===== src/hdl/faiq_pkg.sv =====
// ----------------------------------------------------------------------------
// faiq_pkg
// Shared types and constants of the fire alarm input qualifier: request and
// result payloads, configuration registers, lamp codes.
// ----------------------------------------------------------------------------
package faiq_pkg;

  localparam int unsigned FloorCount  = 3;
  localparam int unsigned SourceCount = 10;
  localparam int unsigned LatchW      = 11;
  localparam int unsigned StopBit     = 10;
  localparam int unsigned AddrW       = 3;
  localparam int unsigned DataW       = 32;

  localparam logic [7:0] HoldReset = 8'd5;
  localparam logic [7:0] LinkReset = 8'd35;

  // Register index, taken from byte address bit 2
  typedef enum logic {
    RegHoldTicks = 1'b0,
    RegLinkLimit = 1'b1
  } faiq_reg_e;

  // Button lamp codes
  localparam logic [1:0] ButtonNone = 2'd0;
  localparam logic [1:0] ButtonOne  = 2'd1;
  localparam logic [1:0] ButtonBoth = 2'd2;

  // Confirm lamp codes
  localparam logic [1:0] ConfirmOff    = 2'd0;
  localparam logic [1:0] ConfirmBlink  = 2'd1;
  localparam logic [1:0] ConfirmSteady = 2'd2;

  typedef struct packed {
    logic [5:0] button_pairs;
    logic [2:0] enable_requests;
    logic [2:0] smoke_requests;
    logic       general_request;
    logic       stop_request;
    logic       second_tick;
    logic [7:0] net_count;
  } faiq_req_t;

  typedef struct packed {
    logic [10:0] fire_latches;
    logic [2:0]  floor_status;
    logic [1:0]  button_lamp_1;
    logic [1:0]  button_lamp_2;
    logic [1:0]  button_lamp_3;
    logic [1:0]  confirm_lamp_1;
    logic [1:0]  confirm_lamp_2;
    logic [1:0]  confirm_lamp_3;
    logic        link_lamp;
    logic        ready_phase;
  } faiq_rsp_t;

  typedef struct packed {
    logic [7:0] hold_ticks;
    logic [7:0] link_limit;
  } faiq_cfg_t;

  // Lamp code for one floor's button pair
  function automatic logic [1:0] button_code(input logic [1:0] pair);
    logic [1:0] code;
    unique case (pair)
      2'b00:   code = ButtonNone;
      2'b11:   code = ButtonBoth;
      default: code = ButtonOne;
    endcase
    return code;
  endfunction

endpackage


===== src/hdl/faiq_regs.sv =====
// ----------------------------------------------------------------------------
// faiq_regs
// Configuration register file behind an APB-style port: hold time and link
// error limit.
// ----------------------------------------------------------------------------
module faiq_regs
  import faiq_pkg::*;
(
  input  logic                    clk_i,
  input  logic                    rst_ni,
  input  logic                    psel,
  input  logic                    penable,
  input  logic                    pwrite,
  input  logic [AddrW-1:0]        paddr,
  input  logic [DataW-1:0]        pwdata,
  output logic [DataW-1:0]        prdata,
  output logic                    pready,
  output faiq_cfg_t               cfg_o
);

  faiq_cfg_t cfg_q;
  faiq_reg_e reg_sel;
  logic      wr_en;

  assign pready  = 1'b1;
  assign reg_sel = faiq_reg_e'(paddr[2]);
  assign wr_en   = psel & penable & pwrite;

  // Write registers on the access cycle
  always_ff @(posedge clk_i or negedge rst_ni) begin
    if (!rst_ni) begin
      cfg_q.hold_ticks <= HoldReset;
      cfg_q.link_limit <= LinkReset;
    end else if (wr_en) begin
      unique case (reg_sel)
        RegHoldTicks: cfg_q.hold_ticks <= pwdata[7:0];
        RegLinkLimit: cfg_q.link_limit <= pwdata[7:0];
        default:      cfg_q            <= cfg_q;
      endcase
    end
  end

  // Read back the selected register
  always_comb begin
    unique case (reg_sel)
      RegHoldTicks: prdata = {{(DataW-8){1'b0}}, cfg_q.hold_ticks};
      RegLinkLimit: prdata = {{(DataW-8){1'b0}}, cfg_q.link_limit};
      default:      prdata = '0;
    endcase
  end

  assign cfg_o = cfg_q;

endmodule


===== src/hdl/faiq_qual.sv =====
// ----------------------------------------------------------------------------
// faiq_qual
// Qualifier state and one-pass update logic: ten hold counters, fire
// latches, stop hold-off, floor status and blink phase, plus lamp decode.
// ----------------------------------------------------------------------------
module faiq_qual
  import faiq_pkg::*;
(
  input  logic      clk_i,
  input  logic      rst_ni,
  input  logic      advance_i,
  input  faiq_req_t req_i,
  input  faiq_cfg_t cfg_i,
  output faiq_rsp_t rsp_o
);

  logic [7:0]        cnt_q [SourceCount];
  logic [7:0]        cnt_d [SourceCount];
  logic [7:0]        stop_cnt_q, stop_cnt_d;
  logic [LatchW-1:0] latch_q, latch_d;
  logic [2:0]        status_q, status_d;
  logic              blink_q, blink_d;
  logic [SourceCount-1:0] cond;

  // Gather the source conditions
  always_comb begin
    for (int f = 0; f < FloorCount; f++) begin
      cond[f] = &req_i.button_pairs[2*f +: 2];
    end
    cond[5:3] = req_i.enable_requests;
    cond[8:6] = req_i.smoke_requests;
    cond[9]   = req_i.general_request;
  end

  // Next state for one request
  always_comb begin
    cnt_d      = cnt_q;
    stop_cnt_d = stop_cnt_q;
    latch_d    = latch_q;
    status_d   = status_q;
    priority if (req_i.stop_request) begin
      // Stop: keep only the stop latch
      latch_d          = '0;
      latch_d[StopBit] = 1'b1;
    end else if (latch_q[StopBit]) begin
      if (stop_cnt_q != 8'd0) begin
        // Hold-off: count down, suppress floor status
        if (req_i.second_tick) stop_cnt_d = stop_cnt_q - 8'd1;
        latch_d          = '0;
        latch_d[StopBit] = 1'b1;
        status_d         = '0;
      end else begin
        // Hold-off done: drop the stop latch
        latch_d[StopBit] = 1'b0;
      end
    end else begin
      // Normal: qualify every source
      stop_cnt_d = cfg_i.hold_ticks;
      for (int i = 0; i < SourceCount; i++) begin
        if (cond[i]) begin
          if (cnt_q[i] != 8'd0) begin
            if (req_i.second_tick) cnt_d[i] = cnt_q[i] - 8'd1;
          end else begin
            latch_d[i] = 1'b1;
          end
        end else begin
          cnt_d[i] = cfg_i.hold_ticks;
        end
      end
      status_d = latch_d[2:0];
    end
    blink_d = blink_q ^ req_i.second_tick;
  end

  // Hold state, advance on each request
  always_ff @(posedge clk_i or negedge rst_ni) begin
    if (!rst_ni) begin
      for (int i = 0; i < SourceCount; i++) cnt_q[i] <= '0;
      stop_cnt_q <= '0;
      latch_q    <= '0;
      status_q   <= '0;
      blink_q    <= 1'b0;
    end else if (advance_i) begin
      cnt_q      <= cnt_d;
      stop_cnt_q <= stop_cnt_d;
      latch_q    <= latch_d;
      status_q   <= status_d;
      blink_q    <= blink_d;
    end
  end

  // Decode lamps from buttons and updated latches
  function automatic logic [1:0] confirm_code(input logic en_latch, input logic btn_latch);
    logic [1:0] code;
    priority if (en_latch) code = ConfirmSteady;
    else if (btn_latch)    code = ConfirmBlink;
    else                   code = ConfirmOff;
    return code;
  endfunction

  always_comb begin
    rsp_o.fire_latches   = latch_d;
    rsp_o.floor_status   = status_d;
    rsp_o.button_lamp_1  = button_code(req_i.button_pairs[1:0]);
    rsp_o.button_lamp_2  = button_code(req_i.button_pairs[3:2]);
    rsp_o.button_lamp_3  = button_code(req_i.button_pairs[5:4]);
    rsp_o.confirm_lamp_1 = confirm_code(latch_d[3], latch_d[0]);
    rsp_o.confirm_lamp_2 = confirm_code(latch_d[4], latch_d[1]);
    rsp_o.confirm_lamp_3 = confirm_code(latch_d[5], latch_d[2]);
    rsp_o.link_lamp      = (req_i.net_count >= cfg_i.link_limit);
    rsp_o.ready_phase    = blink_d;
  end

endmodule


===== src/hdl/fire_alarm_input_qualifier_core.sv =====
// ----------------------------------------------------------------------------
// fire_alarm_input_qualifier_core
// The accepting edge loads the input register; the result register loads after
// one pass of qualifier logic, once the result slot is free or draining.
// Throughput: one request per cycle (single-pass update) while not stalled.
// Reset: asynchronous, active low; clears counters, latches, status, blink
// phase and both valid flags; registers return to hold 5 and link limit 35.
// ----------------------------------------------------------------------------
module fire_alarm_input_qualifier_core
  import faiq_pkg::*;
(
  input  logic             clk_i,
  input  logic             rst_ni,
  input  logic             in_valid_i,
  output logic             in_stall_o,
  input  faiq_req_t        in_req_i,
  output logic             out_valid_o,
  input  logic             out_stall_i,
  output faiq_rsp_t        out_rsp_o,
  input  logic             psel,
  input  logic             penable,
  input  logic             pwrite,
  input  logic [AddrW-1:0] paddr,
  input  logic [DataW-1:0] pwdata,
  output logic [DataW-1:0] prdata,
  output logic             pready
);

  faiq_cfg_t cfg;
  faiq_req_t in_q;
  logic      in_valid_q;
  faiq_rsp_t out_q, rsp;
  logic      out_valid_q;
  logic      advance;
  logic      load_in;

  faiq_regs u_regs (
    .clk_i   (clk_i),
    .rst_ni  (rst_ni),
    .psel    (psel),
    .penable (penable),
    .pwrite  (pwrite),
    .paddr   (paddr),
    .pwdata  (pwdata),
    .prdata  (prdata),
    .pready  (pready),
    .cfg_o   (cfg)
  );

  // Move a request forward when the result slot is free or draining
  assign advance    = in_valid_q & (~out_valid_q | ~out_stall_i);
  assign in_stall_o = in_valid_q & ~advance;
  assign load_in    = in_valid_i & ~in_stall_o;

  faiq_qual u_qual (
    .clk_i     (clk_i),
    .rst_ni    (rst_ni),
    .advance_i (advance),
    .req_i     (in_q),
    .cfg_i     (cfg),
    .rsp_o     (rsp)
  );

  // Input register
  always_ff @(posedge clk_i or negedge rst_ni) begin
    if (!rst_ni) begin
      in_valid_q <= 1'b0;
    end else if (load_in) begin
      in_valid_q <= 1'b1;
    end else if (advance) begin
      in_valid_q <= 1'b0;
    end
  end

  always_ff @(posedge clk_i) begin
    if (load_in) in_q <= in_req_i;
  end

  // Result register
  always_ff @(posedge clk_i or negedge rst_ni) begin
    if (!rst_ni) begin
      out_valid_q <= 1'b0;
    end else if (advance) begin
      out_valid_q <= 1'b1;
    end else if (!out_stall_i) begin
      out_valid_q <= 1'b0;
    end
  end

  always_ff @(posedge clk_i) begin
    if (advance) out_q <= rsp;
  end

  assign out_valid_o = out_valid_q;
  assign out_rsp_o   = out_q;

  // Stall only when a request waits behind a blocked result
  a_stall_needs_item: assert property (@(posedge clk_i) disable iff (!rst_ni)
    in_stall_o |-> (in_valid_q && out_valid_q && out_stall_i))
    else $error("input stalled without a blocked request");

  // An advanced request always lands in the result register
  a_advance_fills: assert property (@(posedge clk_i) disable iff (!rst_ni)
    advance |=> out_valid_q)
    else $error("advanced request did not produce a result");

  // A taken result with nothing behind it empties the slot
  a_drain_empties: assert property (@(posedge clk_i) disable iff (!rst_ni)
    (out_valid_q && !out_stall_i && !advance) |=> !out_valid_q)
    else $error("result repeated after being taken");

  // A stop request leaves only the stop latch set
  a_stop_latch: assert property (@(posedge clk_i) disable iff (!rst_ni)
    (advance && in_q.stop_request) |=>
      (out_q.fire_latches == (LatchW'(1) << StopBit)))
    else $error("stop request did not clear the latches");

endmodule


===== config.mk =====
export PLATFORM = sky130hd
export DESIGN_NAME = fire_alarm_input_qualifier_core
export DESIGN_NICKNAME = d
export VERILOG_FILES = /design/src/hdl/faiq_pkg.sv /design/src/hdl/faiq_regs.sv /design/src/hdl/faiq_qual.sv /design/src/hdl/fire_alarm_input_qualifier_core.sv
export SDC_FILE = /design/constraint.sdc
export NUM_CORES = 1
export LEC_CHECK = 0
export ABC_CLOCK_PERIOD_IN_PS = 3100
export BUFFER_PORTS_ARGS = -buffer_cell sky130_fd_sc_hd__buf_2
export CAP_MARGIN = 20
export CORE_UTILIZATION = 62
export CTS_BUF_LIST = sky130_fd_sc_hd__clkbuf_8
export DETAILED_ROUTE_END_ITERATION = 10
export PLACE_DENSITY = 0.86
export SKIP_CTS_REPAIR_TIMING = 1
export SLEW_MARGIN = 40
export SYNTH_ARGS = -nofsm -noshare
export SYNTH_HDL_FRONTEND = slang
export SYNTH_SLANG_ARGS = --single-unit

===== constraint.sdc =====
create_clock -name clk_i -period 3.1 [get_ports clk_i]
set_input_delay 0.465 -clock clk_i [delete_from_list [all_inputs] [get_ports clk_i]]
set_output_delay 0.465 -clock clk_i [all_outputs]
set_load 0.02 [all_outputs]

---- Yosys cells after proc, flatten, opt, wreduce, memory -nomap -nowiden ----
Index checks and enable logic that the tools add are counted.
storage, ports and cells
  bits in registers ....................... 172
  input bits .............................. 65
operators by class
  add/subtract/negate cells ............... 11
  magnitude comparators ................... 1
  equal/unequal tests ..................... 26
  mux-type cells .......................... 72
  bitwise logic cells ..................... 14
  reduce and logical (&&, ||, !) cells .... 31
operators by type and width
  cell                                               number
  2-to-1 mux 8 bit                                   33
  nonzero test 8 bit                                 11
  subtractor 8 x 1 -> 8 bit (second input constant)  11
  case mux 32 bit (2 select lines)                   1
  AND reduction 5 bit                                10
  != test 2 bit (second input constant)              15
  2-to-1 mux 1 bit                                   29
  2-to-1 mux 10 bit                                  2
  != test 2 x 1 -> 1 bit (second input constant)     8
  case mux 2 bit (2 select lines)                    3
  2-to-1 mux 11 bit                                  1
  AND reduction 2 bit                                5
  2-to-1 mux 3 bit                                   3
  >= comparator 8 bit                                1
  inverter 1 bit                                     7
  equality test 2 bit (second input constant)        3
  zero test 2 bit                                    3
  bitwise AND 1 bit                                  5
  AND reduction 4 bit                                1
  nonzero test 2 bit                                 1
  bitwise OR 1 bit                                   1
  bitwise XOR 1 bit                                  1

---- Longest topological paths before layout ----
Gate-level depths: netlist (run 1).
  word-level depth ........................ 8
  gate-level depth with buffers ........... 7

---- By module ----
A second synthesis (run 1) with hierarchy kept.
second synthesis, totals
  cell total of the unflattened synthesis .. 917
  area, all modules ....................... 9435.3 um^2
modules (own cells, without submodules)
  module                           times used  cells each  area an instance (um^2)  sequential area each (um^2)
  faiq_qual                        1           788         6882.9                   2577.5
  fire_alarm_input_qualifier_core  1           59          1624.1                   1581.5
  faiq_regs                        1           70          928.4                    406.6

---- Worst setup path before layout (run 1) ----
OpenSTA, ideal clock, no wires.
  kind .................................... register to register
  start point ............................. reg out_valid_q (netlist: out_valid_o)
  end point ............................... reg u_qual.latch_q[2]
  setup time .............................. 0.121 ns
  data arrival time ....................... 2.017 ns
  required time ........................... 2.979 ns
  path slack .............................. 0.962 ns
  cell stages (with the launch flop) ...... 7
  cell sequence ........................... dfrtp_1 a21bo_2 inv_1 clkbuf_1 buf_2 o21ai_0 a22o_1
on the way
  word-level cells in the longest chain between the ends .. 3
ends and longest elaborated chain
  item                    line                                   text
  from (decl)             fire_alarm_input_qualifier_core.sv:33  logic out_valid_q;
  from (signal assigned)  fire_alarm_input_qualifier_core.sv:82  out_valid_q <= 1'b0;
  from (signal assigned)  fire_alarm_input_qualifier_core.sv:84  out_valid_q <= 1'b1;
  from (signal assigned)  fire_alarm_input_qualifier_core.sv:86  out_valid_q <= 1'b0;
  inverter 1 bit          fire_alarm_input_qualifier_core.sv:51  assign advance = in_valid_q & (~out_valid_q | ~out_stall_i);
  bitwise OR 1 bit        fire_alarm_input_qualifier_core.sv:51
  bitwise AND 1 bit       fire_alarm_input_qualifier_core.sv:51
  via advance             fire_alarm_input_qualifier_core.sv:34  logic advance;
  to (signal assigned)    faiq_qual.sv:86                        latch_q <= latch_d;
  to (decl)               faiq_qual.sv:20                        logic [LatchW-1:0] latch_q, latch_d;
The timed path passes the listed nets, and every way through them passes these cells.
A chain may end at the register's enable or synchronous reset.

---- Worst setup path after layout (run 1) ----
  start point ............................. reg u_regs.cfg_q, in the netlist u_regs.cfg_o[10]
  end point ............................... out prdata[2]
on the way
  word-level cells in the longest chain between the ends .. 1
ends and longest elaborated chain
  item                              line                                   text
  from (decl)                       faiq_regs.sv:21                        faiq_cfg_t cfg_q;
  from (signal assigned)            faiq_regs.sv:38                        default: cfg_q <= cfg_q;
  case mux 32 bit (2 select lines)  faiq_regs.sv:45                        unique case (reg_sel)
  to (decl)                         fire_alarm_input_qualifier_core.sv:25  output logic [DataW-1:0] prdata,
No other way between the ends. The select of a mux whose other input is x is not followed.

==> results of run 1 <==
## logic make-up (layout without fill, tap and decap cells)
family	count (synthesis)	count (layout)	share of synthesized area [%]
compound gates	263	263	18.0
xor+xnor	15	15	1.35
fa+ha+maj	36	36	4.63
buf+inv	130	184	6.21
flops	172	172	46.9
mux	40	40	4.41
other cells	2	25	0.0772
simple gates	332	332	18.4
## metal layers
metal / up-vias / routed length, um / GRT usage (%)
li1: 3764 / - / -
met1: 3840 / 9560 / 40.8
met2: 434 / 10600 / 46.2
met3: 43 / 2210 / 6.11
met4: 0 / 567 / 12.6
met5: - / 0 / 0
## power breakdown
group | switching (mW) | internal (mW) | total (mW)
logic | 1.64 | 1.21 | 2.85
registers | 0.795 | 2.96 | 3.76
clock network | 0.822 | 0.723 | 1.55
total | 3.26 | 4.90 | 8.15
## worst reg2reg max path, delay by kind of cell, from the launching register on
| family | cells | cell delay (ns) |
|---|---|---|
| AND/OR/NAND/NOR | 2 | 0.91 |
| AO/OA/AOI/OAI | 2 | 0.62 |
| buffers and inverters | 1 | 0.11 |
| adder cells (fa/ha/maj) | 1 | 0.19 |
| flip-flops | 1 | 0.42 |
## registers in the layout, summed over array words and instances, names as in the netlist
name	count
u_qual.latch_q	11
u_regs.cfg_o	16
u_qual.stop_cnt_q	8
u_qual.cnt_q	80
in_q	23
out_valid_o	1
out_rsp_o	28
in_valid_q	1
u_qual.status_q	3
u_qual.blink_q	1
## worst max path at each step
stage,slack (ns),startpoint,depth (start not counted),to
after global routing,0.56,u_qual.stop_cnt_q[0],6,u_qual.stop_cnt_q[5]
final,0.73,u_regs.cfg_o[10],3,prdata[2]
after CTS,0.79,u_regs.cfg_o[9],3,prdata[1]
after detailed placement,0.68,out_stall_i,7,u_qual.cnt_q[3]
after global placement,0.74,out_stall_i,6,u_qual.cnt_q[17]
after floorplan,0.96,out_valid_o,6,u_qual.latch_q[2]
## placed cells by master, fill, tap and decap left out, types with 25 or more instances in the layout
cell and count:
sky130_fd_sc_hd__a31oi_1 35, sky130_fd_sc_hd__nand2_1 84, sky130_fd_sc_hd__inv_1 57, sky130_fd_sc_hd__o21ai_0 66, sky130_fd_sc_hd__conb_1 25, sky130_fd_sc_hd__edfxtp_1 51, sky130_fd_sc_hd__a21oi_1 44, sky130_fd_sc_hd__buf_2 75
sky130_fd_sc_hd__nand3_1 34, sky130_fd_sc_hd__nor2_1 42, sky130_fd_sc_hd__dfrtp_1 116, sky130_fd_sc_hd__ha_1 36, sky130_fd_sc_hd__nor3_1 37
## area by class of cell
cell class / instances / area (um^2) / share of cell area (%)
repair buffers: 95 / 578 / 5.43
multi-input cells: 711 / 4650 / 43.6
inverters: 57 / 214 / 2.01
flip-flops and latches: 172 / 4570 / 42.9
clock buffers: 18 / 248 / 2.33
clock inverters: 14 / 130 / 1.22
well taps: 211 / 264 / 2.48
## through the flow
step | hold slack, ns | utilization [%] | power, mW | worst slack [ns] | instances
floorplan | 0.169 | - | 5.72 | 0.962 | 1013
detailed placement | 0.469 | 67.1 | 6.54 | 0.679 | 1244
CTS | 0.0752 | 69.6 | 8.10 | 0.791 | 1276
global route | 0.145 | 69.8 | 8.68 | 0.561 | 1278
global placement | 0.447 | 67.1 | 6.40 | 0.743 | 1244
finish | 0.154 | 69.8 | 8.15 | 0.729 | 1278
==> reports/results.tsv, run 1 <==
metric	value	unit
run_status	completed	
maxClockFrequency	422	MHz
worst_clock_skew	0.0145	ns
setup.reg_to_reg.worst_slack	0.74	ns
cts_max_path_buffers	2	
setup_viol_count_final	0	
synth_seq_area_share	46.9	%
rsz0062_at_grt	no	
timing.reg2reg.worst_path_depth	6	
number_of_slew_limit_violations_in_the_final_report	0	
dr_total_vias	8081	
timing.critical_path.cells	inv_1 > o21ai_0 > buf_2	
timing.critical_path.arrival	1.91	ns
timing.final.hold_violations	0	
hpwlAfterDp	15300	um
p_leak	4.52	nW
worstSkewPairLatency	0.48	ns
port_buf_inserts	76	
clkTransAtPathRegs	0.09	ns
design.portCount	128	
cp-end-kind	output port	
synth_warnings	0	
async_flop_share	70.3	%
first_iter_violations	859	
synth_top_area_cell	sky130_fd_sc_hd__dfrtp_1	
netlist_instances	990	
cp.buffers_inverters	2	
finalSetupTns	0	ns
grt_remaining_overflow	0	
nFillCells	1151	
num_rows	45	
number_of_global_route_vias_before_repair	7443	
gpl.final_weighted_congestion	0.942	
clock_sinks	172	
dominant_cell_by_count_in_the_synthesized_netlist	sky130_fd_sc_hd__dfrtp_1	
holdPathEnd	in_q[18]	
nets	1155	
syn-cell-area	9730	um^2
timing.hold.worst_path_depth	1	
cp_top_family	flip-flops	
critPathSlowestCell	sky130_fd_sc_hd__dfstp_2	
die_area	16200	um^2
synth.ff_latch_count	172	
worst_path_largest_cell_delay	0.78	ns
post_synth_num_cell_types	80	
ir_drop	0.586	mV
synth_common_cells	116 x sky130_fd_sc_hd__dfrtp_1, 84 x sky130_fd_sc_hd__nand2_1, 66 x sky130_fd_sc_hd__o21ai_0, 56 x sky130_fd_sc_hd__inv_1, 51 x sky130_fd_sc_hd__edfxtp_1	
number_of_search_and_repair_iterations_in_the_first_detailed_routing_pass	6	
route.detailed.wl_per_inst	17.9	um
grtUsageTotal	29.7	%
floorplan.initialDensity	63.8	%
detailed_place.area	10200	um^2
power.density_cell_area	766	nW/um^2
min_path_type	in2reg	
syn_avg_cell_area	9.83	um^2
height_of_the_chip	127	um
post_synth_main_area_contributors	sky130_fd_sc_hd__dfrtp_1 30%, sky130_fd_sc_hd__edfxtp_1 16%, sky130_fd_sc_hd__ha_1 4.6%, sky130_fd_sc_hd__o21ai_0 3.4%, sky130_fd_sc_hd__nand2_1 3.2%	
post-route-drc-count	0	
fp.dieW	127	um
fin_crit	2.37	ns
grt_pass1_wl	37400	um
timing.critical_path.from_type	register	
fp.coreArea	15300	um^2
tritoncts	done	
least_margin_pin_slew	0.785	ns
postRouteAntennaNets	0	
path_max_fanout	11	
final_area	10600	um^2
grt_antenna_before_repair	0	
antenna_cells	0	
r2r_end	u_qual.stop_cnt_q[2]	
max_cap_viol	0	
timing.hold.worst.start	in_req_i[18]	
slew_headroom	47.6	%
post-route-period-util	76.5	%
cts_buffers	17	
route.final.wire_length	22900	um
most_used_dff_post_synth	sky130_fd_sc_hd__dfrtp_1	
cts_max_level	4	
worstPathRequired	2.63	ns
grt_max_degree	58	
synth-edff-count	51	
area.growth.synth_to_final	9.41	%
synth_largest_type_area_fraction	29.8	%
r2r-start	u_qual.stop_cnt_q[0]	
root_buffer	sky130_fd_sc_hd__clkbuf_8	
worst-setup-path-type	reg2out	
routed_via_density	6.32	
drive_gt1_share	16.9	%
No activity file was read; power rests on OpenSTA's default activity.
==> run 2: changes to the inputs <==
--- a/config.mk
+++ b/config.mk
@@ -5,13 +5,14 @@
 export SDC_FILE = /design/constraint.sdc
 export NUM_CORES = 1
 export LEC_CHECK = 0
-export ABC_CLOCK_PERIOD_IN_PS = 3100
+export ABC_AREA = 1
+export ABC_CLOCK_PERIOD_IN_PS = 2250
 export BUFFER_PORTS_ARGS = -buffer_cell sky130_fd_sc_hd__buf_2
 export CAP_MARGIN = 20
-export CORE_UTILIZATION = 62
+export CORE_UTILIZATION = 60
 export CTS_BUF_LIST = sky130_fd_sc_hd__clkbuf_8
 export DETAILED_ROUTE_END_ITERATION = 10
-export PLACE_DENSITY = 0.86
+export PLACE_DENSITY = 0.83
 export SKIP_CTS_REPAIR_TIMING = 1
 export SLEW_MARGIN = 40
 export SYNTH_ARGS = -nofsm -noshare
==> constraint.sdc (replaced) <==
create_clock -name clk_i -period 2.25 [get_ports clk_i]
set_input_delay 0.3375 -clock clk_i [delete_from_list [all_inputs] [get_ports clk_i]]
set_output_delay 0.3375 -clock clk_i [all_outputs]
set_load 0.02 [all_outputs]
==> reports/results.tsv, run 2 <==
metric	value	unit
run_status	completed	
num_rows	46	
gpl.final_weighted_congestion	0.915	
synth_seq_area_share	46.4	%
grt_max_degree	77	
post-route-drc-count	0	
cts_max_path_buffers	2	
height_of_the_chip	130	um
netlist_instances	1293	
worstPathRequired	1.91	ns
area.growth.synth_to_final	10.4	%
p_leak	5.52	nW
tritoncts	done	
synth.ff_latch_count	172	
path_max_fanout	5	
dr_total_vias	8599	
grt_pass1_wl	37200	um
drive_gt1_share	13.3	%
clock_sinks	172	
design.portCount	128	
finalSetupTns	0	ns
cp-end-kind	output port	
worstSkewPairLatency	0.47	ns
largest_register_ffs	80	
port_buf_inserts	76	
die_area	16900	um^2
setup_viol_count_final	0	
routed_via_density	5.35	
grt_antenna_before_repair	0	
synth-edff-count	51	
dominant_cell_by_count_in_the_synthesized_netlist	sky130_fd_sc_hd__nand2_1	
cts_buffers	17	
number_of_slew_limit_violations_in_the_final_report	0	
nets	1478	
detailed_place.area	10400	um^2
ir_drop	0.525	mV
first_iter_violations	683	
root_buffer	sky130_fd_sc_hd__clkbuf_8	
fp.dieW	130	um
number_of_search_and_repair_iterations_in_the_first_detailed_routing_pass	5	
finalPower	12.6	mW
route.final.wire_length	22700	um
max_cap_viol	0	
antenna_cells	0	
syn-cell-area	9840	um^2
setup.reg_to_reg.worst_slack	0.41	ns
async_flop_share	70.3	%
worst_clock_skew	0.0111	ns
final_area	10900	um^2
synth_top_area_cell	sky130_fd_sc_hd__dfrtp_1	
timing.final.hold_violations	0	
min_path_type	in2reg	
floorplan.initialDensity	61.7	%
hpwlAfterDp	15400	um
most_used_dff_post_synth	sky130_fd_sc_hd__dfrtp_1	
slew_headroom	52.8	%
post_synth_main_area_contributors	sky130_fd_sc_hd__dfrtp_1 30%, sky130_fd_sc_hd__edfxtp_1 16%, sky130_fd_sc_hd__nand2_1 16%, sky130_fd_sc_hd__o21ai_0 6.5%, sky130_fd_sc_hd__nand3_1 6.3%	
timing.critical_path.arrival	1.58	ns
power.density_cell_area	1160	nW/um^2
cts_max_level	4	
synth_warnings	0	
largest_register	u_qual.cnt_q	
maxClockFrequency	521	MHz
clkTransAtPathRegs	0.09	ns
least_margin_pin_slew	0.708	ns
number_of_global_route_vias_before_repair	7835	
commonest_non_fill_non_tap_cell_in_the_layout	sky130_fd_sc_hd__nand2_1	
route.detailed.wl_per_inst	14.2	um
rsz0062_at_grt	no	
post-route-period-util	85.3	%
grt_remaining_overflow	0	
fin_crit	1.92	ns
post_synth_num_cell_types	34	
timing.critical_path.from_type	register	
synth_largest_type_area_fraction	29.5	%
grtUsageTotal	28.7	%
synth_common_cells	408 x sky130_fd_sc_hd__nand2_1, 133 x sky130_fd_sc_hd__inv_1, 127 x sky130_fd_sc_hd__o21ai_0, 123 x sky130_fd_sc_hd__nand3_1, 116 x sky130_fd_sc_hd__dfrtp_1	
leading_cell_types_in_the_layout_fill_and_taps_excluded	408 x sky130_fd_sc_hd__nand2_1, 137 x sky130_fd_sc_hd__inv_1, 127 x sky130_fd_sc_hd__o21ai_0, 123 x sky130_fd_sc_hd__nand3_1, 116 x sky130_fd_sc_hd__dfrtp_1	
worst-setup-path-type	reg2out	
syn_avg_cell_area	7.61	um^2
postRouteAntennaNets	0	
fp.coreArea	15900	um^2
run 2: changes by cell type in the layout (fill, tap and decap cells not counted), sizes merged, moves of 11 or more:
cell    change
a21oi      -31
a31oi      -33
and2       -14
inv        +95
mux2       -23
mux2i      -17
nand2     +336
nand2b     -16
nand3      +89
nor2       +87
nor3       -28
nor4       -11
o21ai      +82
or3        -14
run 2: through the flow:
step / setup slack (ns) / instances / hold slack (ns) / utilization (%)
after CTS: 0.372 / 1605 / -0.158 / 68.1
after detailed placement: 0.441 / 1573 / 0.359 / 65.2
final: 0.332 / 1606 / 0.0381 / 68.1
after floorplan: 0.0540 / 1316 / 0.0419 / -
after global routing: 0.300 / 1606 / 0.00908 / 68.1
after global placement: 0.532 / 1573 / 0.358 / 65.2
run 2: worst max-delay path: stages (launching register included):
cell and delay (ns):
sky130_fd_sc_hd__dfrtp_1 0.52, sky130_fd_sc_hd__clkinv_1 0.17, sky130_fd_sc_hd__o21ai_0 0.22, sky130_fd_sc_hd__buf_2 0.21
run 2: final cells by class:
type	count	area, um^2
fill	1303	5080
sequential	172	4570
multi-input combinational	931	4390
inverter	156	596
timing repair buffer	99	583
tap	216	270
clock buffer	18	248
clock inverter	14	204
run 2: report_power, final:
part | internal (mW) | switching [mW] | total, mW
logic | 1.75 | 3.41 | 5.16
registers | 4.19 | 0.830 | 5.02
clock network | 1.34 | 1.11 | 2.45
total | 7.28 | 5.35 | 12.6
run 2: routing by layer:
layer	GRT usage (%)	wire [um]	up-vias
met5	0	0	-
met4	12.5	639	0
met3	4.51	1670	44
met2	46.2	10500	337
met1	38.6	9980	3955
li1	-	-	4263
run 2: worst paths after layout:
check                                       end               from  cells after the start
min in group asynchronous      u_qual.cnt_q[33]             rst_ni                      3
max in group asynchronous       u_regs.cfg_o[1]             rst_ni                      3
min reg2reg                   u_qual.latch_q[4]  u_qual.latch_q[4]                      2
max reg2reg                u_qual.stop_cnt_q[0]            in_q[8]                      4
min                                    in_q[13]       in_req_i[13]                      1
max                                   prdata[5]   u_regs.cfg_o[13]                      3
run 2: logic make-up (layout without fill, tap and decap cells):
family	count (synthesis)	count (layout)	share of synthesized area (%)
AO/OA/AOI/OAI	169	169	9.03
adder cells (fa/ha/maj)	36	36	4.58
AND/OR/NAND/NOR	697	697	29.7
flip-flops	172	172	46.4
buffers and inverters	213	287	9.81
other	2	25	0.0763
XOR/XNOR	4	4	0.356
